==> src/hw/rtl/generational_handle_allocator_unit_assert.svh <==
// Assertion macros for the allocator top module. They expect clk and arst_n in scope.
`ifndef GENERATIONAL_HANDLE_ALLOCATOR_UNIT_ASSERT_SVH
`define GENERATIONAL_HANDLE_ALLOCATOR_UNIT_ASSERT_SVH

`define GHA_ASSERT_ALWAYS(label, cond) \
	label: assert property (@(posedge clk) disable iff (!arst_n) (cond)) \
		else $error("allocator invariant violated");

`define GHA_ASSERT_IMPL(label, ante, cons) \
	label: assert property (@(posedge clk) disable iff (!arst_n) (ante) |-> (cons)) \
		else $error("allocator same-cycle check failed");

`define GHA_ASSERT_NEXT(label, ante, cons) \
	label: assert property (@(posedge clk) disable iff (!arst_n) (ante) |=> (cons)) \
		else $error("allocator next-cycle check failed");

`endif

==> src/hw/rtl/gha_pkg.sv <==
`timescale 1ns / 1ps
`default_nettype none

package gha_pkg;

	localparam int MAX_SLOTS = 256;
	localparam int ID_W      = 8;
	localparam int CNT_W     = ID_W + 1;
	localparam int GEN_W     = 16;
	localparam int MASK_W    = 32;
	localparam int OP_W      = 3;
	localparam int STATUS_W  = 2;

	typedef enum logic [OP_W-1:0] {
		OP_CREATE  = 3'd0,
		OP_DESTROY = 3'd1,
		OP_GET     = 3'd2,
		OP_SET     = 3'd3,
		OP_ALIVE   = 3'd4,
		OP_CLEAR   = 3'd5
	} op_t;

	typedef enum logic [STATUS_W-1:0] {
		ST_OK   = 2'd0,
		ST_FULL = 2'd1,
		ST_BAD  = 2'd2
	} status_t;

	typedef struct packed {
		logic [OP_W-1:0]   op;
		logic [ID_W-1:0]   id;
		logic [GEN_W-1:0]  hgen;
		logic [MASK_W-1:0] mask;
		logic [GEN_W-1:0]  gen_rd;
		logic [MASK_W-1:0] mask_rd;
	} s1_item_t;

	typedef struct packed {
		logic [CNT_W-1:0] issued;
		logic [CNT_W-1:0] free;
		logic [ID_W-1:0]  top_id;
		logic [GEN_W-1:0] top_gen;
	} alloc_state_t;

	typedef struct packed {
		logic [STATUS_W-1:0] status;
		logic [ID_W-1:0]     out_id;
		logic [GEN_W-1:0]    out_gen;
		logic [MASK_W-1:0]   mask_out;
		logic                alive;
	} result_t;

	typedef struct packed {
		logic              gen_we;
		logic [ID_W-1:0]   gen_wa;
		logic [GEN_W-1:0]  gen_wd;
		logic              mask_we;
		logic [ID_W-1:0]   mask_wa;
		logic [MASK_W-1:0] mask_wd;
		logic              push;
		logic              pop;
		logic              fresh;
		logic              clr;
	} update_t;

endpackage

`default_nettype wire

==> src/hw/rtl/gha_exec.sv <==
`timescale 1ns / 1ps
`default_nettype none

module gha_exec
	import gha_pkg::*;
(
	input  s1_item_t     item,
	input  alloc_state_t st,
	output result_t      res,
	output update_t      upd
);

	logic issued;

	always_comb begin
		issued = {1'b0, item.id} < st.issued;
		res = '0;
		upd = '0;
		res.status = ST_OK;
		case (item.op)
			OP_CREATE: begin
				if (st.free != '0) begin
					upd.pop     = 1'b1;
					upd.mask_we = 1'b1;
					upd.mask_wa = st.top_id;
					res.out_id  = st.top_id;
					res.out_gen = st.top_gen;
				end else if (st.issued < CNT_W'(MAX_SLOTS)) begin
					upd.fresh   = 1'b1;
					upd.gen_we  = 1'b1;
					upd.gen_wa  = st.issued[ID_W-1:0];
					upd.mask_we = 1'b1;
					upd.mask_wa = st.issued[ID_W-1:0];
					res.out_id  = st.issued[ID_W-1:0];
				end else begin
					res.status = ST_FULL;
				end
			end
			OP_DESTROY: begin
				if (!issued || item.gen_rd != item.hgen || st.free >= CNT_W'(MAX_SLOTS)) begin
					res.status = ST_BAD;
				end else begin
					upd.gen_we  = 1'b1;
					upd.gen_wa  = item.id;
					upd.gen_wd  = item.gen_rd + GEN_W'(1);
					upd.mask_we = 1'b1;
					upd.mask_wa = item.id;
					upd.push    = 1'b1;
				end
			end
			OP_GET: begin
				if (!issued) begin
					res.status = ST_BAD;
				end else begin
					res.mask_out = item.mask_rd;
				end
			end
			OP_SET: begin
				if (!issued) begin
					res.status = ST_BAD;
				end else begin
					upd.mask_we = 1'b1;
					upd.mask_wa = item.id;
					upd.mask_wd = item.mask;
				end
			end
			OP_ALIVE: begin
				if (!issued) begin
					res.status = ST_BAD;
				end else begin
					res.alive = (item.gen_rd == item.hgen);
				end
			end
			OP_CLEAR: begin
				upd.clr = 1'b1;
			end
			default: begin
				res.status = ST_OK;
			end
		endcase
	end

endmodule

`default_nettype wire

==> config.mk <==
export PLATFORM = sky130hd
export DESIGN_NAME = gha_exec
export DESIGN_NICKNAME = d
export VERILOG_FILES = /design/src/hw/rtl/generational_handle_allocator_unit_assert.svh /design/src/hw/rtl/gha_pkg.sv /design/src/hw/rtl/gha_exec.sv
export SDC_FILE = /design/constraint.sdc
export NUM_CORES = 1
export LEC_CHECK = 0
export BUFFER_PORTS_ARGS = -buffer_cell sky130_fd_sc_hd__buf_2
export CORE_AREA = 2 2 109 111
export DETAILED_ROUTE_END_ITERATION = 8
export DIE_AREA = 0 0 111 113
export PLACE_DENSITY_LB_ADDON = 0.05
export SLEW_MARGIN = 20
export SYNTH_ARGS = -nofsm -noshare
export SYNTH_HDL_FRONTEND = slang
export SYNTH_SLANG_ARGS = --single-unit
==> constraint.sdc <==
create_clock -name vclk -period 6.01
set_input_delay 0.601 -clock vclk [all_inputs]
set_output_delay 0.601 -clock vclk [all_outputs]
set_load 0.02 [all_outputs]
# Yosys cells after proc, flatten, opt, wreduce, memory -nomap -nowiden
# Cells that the tools add are included.
# totals
reg_bits,0
word_cells,46
# op_classes
add_sub_neg,1
n_lt_le_gt_ge,3
eq_ne,7
n_mux,29
reduce_logical,6
# op_table
operator,n
2-to-1 mux 32 bit,3
2-to-1 mux 41 bit,1
2-to-1 mux 34 bit,1
2-to-1 mux 16 bit,2
2-to-1 mux 9 bit,3
case mux 9 bit (3 select lines),1
2-to-1 mux 24 bit,1
case mux 9 bit (2 select lines),1
adder 16 x 1 -> 16 bit (second input constant),1
== test 16 bit,1
2-to-1 mux 8 bit,2
!= test 16 bit,1
2-to-1 mux 1 bit,10
>= comparator 9 bit (second input constant),1
< comparator 8 x 9 -> 1 bit,1
< comparator 9 bit (second input constant),1
nonzero test 9 bit,1
== test 3 x 2 -> 1 bit (second input constant),2
== test 3 bit (second input constant),2
2-to-1 mux 2 bit,3
case mux 2 bit (3 select lines),1
== test 3 x 1 -> 1 bit (second input constant),1
zero test 3 bit,1
OR reduction 3 bit,1
2 further kinds,3

# Logic depth before layout (Yosys ltp)
# logic_depth
word_depth,6
ltp_mapped,9
depth_no_buf,7

# Worst setup path before layout
# OpenSTA, ideal clock, no wires.
# synth_timing
path_kind,in2out
from,input st[37] (netlist name)
to,output upd[67] (netlist name)
t_arrival_ps,2449
setup_slack_ps,2960
stages,7
n_path_buf,1
path_cell_list,inv_1 -> ha_1 -> a211oi_1 -> o211a_1 -> o221ai_2 -> clkbuf_1 -> o41ai_1
# synth_rtl
element,line_no,source
from (decl),gha_exec.sv:8,"input alloc_state_t st,"
to (decl),gha_exec.sv:10,output update_t upd

==> out/qor.csv <==
metric,value,unit
Avg Inst Size Synth,6.67,sq um
seq_cells,0,
leading area contributor after synthesis,and2_1,
NetSw,0.0000920,W
initial antenna violation count,0,
Finished Cell Area,3310,sq um
area grow syn2layout,83.4,%
Nets,694,
dominant cells by area after synthesis,"and2_1 (29%), xor2_1 (13%), ha_1 (5.5%)",
status,"complete, no violations",
Power Total,0.000167,W
Cells after Synth,271,
Pleak,2.09,nW
# diodes,0,
average vias per placed instance,4.04,
Clk pwr share,0,%
total grt overflow,0,
hold slack,1510,ps
Final Cycle Share,65.9,%
CTS resizes,0,
Hold Path Sink,upd[45],
Period minus WS final,3960,ps
final slew viol count,0,
crit-path max FO,19,
Setup TNS,0,ps
Vias,2737,
dpl hpwl,7.73,mm
Sw Ratio,55.1,%
GP Congestion,0.768,
hold crit path type,primary input to output port,
Synthesized Nets,428,
hold depth,3,
hold_buf cts,0,
"Setup violations, final",0,
Post-DP Area,3310,sq um
Fmax,253,MHz
crit end category,output port,
register area share after synthesis,0,%
Max Cap Viol,0,
Netlist Area Pre-Place,1810,sq um
fraction of layout cells with a size suffix above 1,55.3,%
Total GRT Usage,12.7,%
Buf/Inv on CP,3,
Filler cells,1301,
P_int,0.0000751,W
peak supply drop,0.0167,mV
# port buffers,278,
1st-iter DRT viols,87,
CP most frequent cell,buf_2,
Unique masters post-synth,42,
die area,12500,sq um
Top delay family on crit path,simple AND/OR/NAND/NOR gates,
CP Data Arrival Time,3360,ps
FP Rows,39,
global-route wire length before repair,13.3,mm
top-area cell type share of the netlist area,28.7,%
unrepaired setup endpoints after global routing,false,
Synth warnings,0,
largest net degree at the start of global routing,33,
flip-flop and latch area,0,sq um
Rel. slew slack,31.4,%
Gate power share,100.0,%
Slew @ Worst Pin,1030,ps
drt wl/cell,13.1,microns
Remaining DRCs,0,
Clock Buffer Count,0,
worst-path cell chain,buf_2 -> inv_1 -> ha_1 -> and4b_1 -> o21ai_1 -> o221ai_2 -> or4_1 -> nor2_1 -> buf_2,
Detail Route Antenna Nets,0,
"slowest stage cell, crit path",or4_1,
Top Ports,278,
number of global-route vias before repair,2639,
Hold Fails Final Rpt,0,
die width,111,microns
CP Launch Point,st[40],
hold wc startpoint,item[32],
Post-CTS Setup Repair Bufs,0,
DIE HEIGHT,113,microns
critical path launch point type,primary input,
Initial Utilization,16.0,%
drt first pass iters,4,
crit path kind,primary input to output port,
WL final,8.90,mm
area of the multi-input gates,1620,sq um
Reg power frac,0,%
Critical Path Max Stage Delay,910,ps
CP required,5410,ps
PD cells,50.4,nW/um^2
Core Area,11300,sq um
## metal layers
layer | track usage [%] | vias up | share of wire [%]
met5 | 0 | - | 0
met4 | 0.250 | 0 | 0.25
met3 | 1.82 | 2 | 6.7
met2 | 23.7 | 127 | 51
met1 | 16.4 | 1176 | 42
li1 | - | 1432 | -
## power by group through the flow
| stage | combinational (W) | clock, W | sequential (W) |
|---|---|---|---|
| floorplan | 0.0000822 | 0 | 0 |
| global route | 0.000186 | 0 | 0 |
| detailed placement | 0.000169 | 0 | 0 |
| global placement | 0.000169 | 0 | 0 |
| finish | 0.000167 | 0 | 0 |
| CTS | 0.000170 | 0 | 0 |
## area by class of cell
| type | instances | area share [%] |
|---|---|---|
| Inverter | 26 | 2.95 |
| Multi-Input combinational cell | 228 | 49.0 |
| Tap cell | 143 | 5.40 |
| Timing Repair Buffer | 281 | 42.7 |
## synthesized netlist by cell type (all sizes together) (2+ instances only)
cell,count
a21o,2
o31ai,8
buf,4
clkbuf,13
xnor2,4
or4,2
and2,83
nor4,6
nor2,21
nand2,18
nand4,6
o21ai,2
ha,8
and3,3
o41ai,8
nand3,2
and4,3
o21a,2
a22oi,8
nor2b,3
nand2b,2
inv,26
xor2,26
## cells in the final DEF, fill, tap and decap left out, types with 3 or more instances in the layout
master,instances
nand4_1,6
nor2b_1,3
nor2_1,12
a22oi_1,8
and4_1,3
ha_1,8
nor4_2,4
buf_4,3
nand2_1,18
xor2_1,26
o31ai_1,8
nor2_4,7
o41ai_1,8
inv_1,26
and2_1,83
and3_1,3
buf_2,278
xnor2_1,4
## how the worst max path moves through the flow
stage,endpoint,cells after the start
detailed placement,upd[50],9
CTS,upd[50],9
floorplan,upd[67],7
global route,upd[51],9
finish,upd[51],9
global placement,upd[51],9
## stage by stage
stage	setup WS [ps]	instances	utilization (%)
after floorplan	2960	271	-
after global placement	2090	678	29.4
after detailed placement	1990	678	29.4
after CTS	2020	678	29.4
after global routing	1810	678	29.4
final	2050	678	29.4
## logic make-up after synthesis
kind of cell / Yosys count / synth area share (%)
xor+xnor: 30 / 14.5
buf+inv: 43 / 10.5
simple gates: 154 / 53.7
fa+ha+maj: 8 / 5.54
compound gates: 36 / 15.7
No activity file was read; power rests on OpenSTA's default activity.
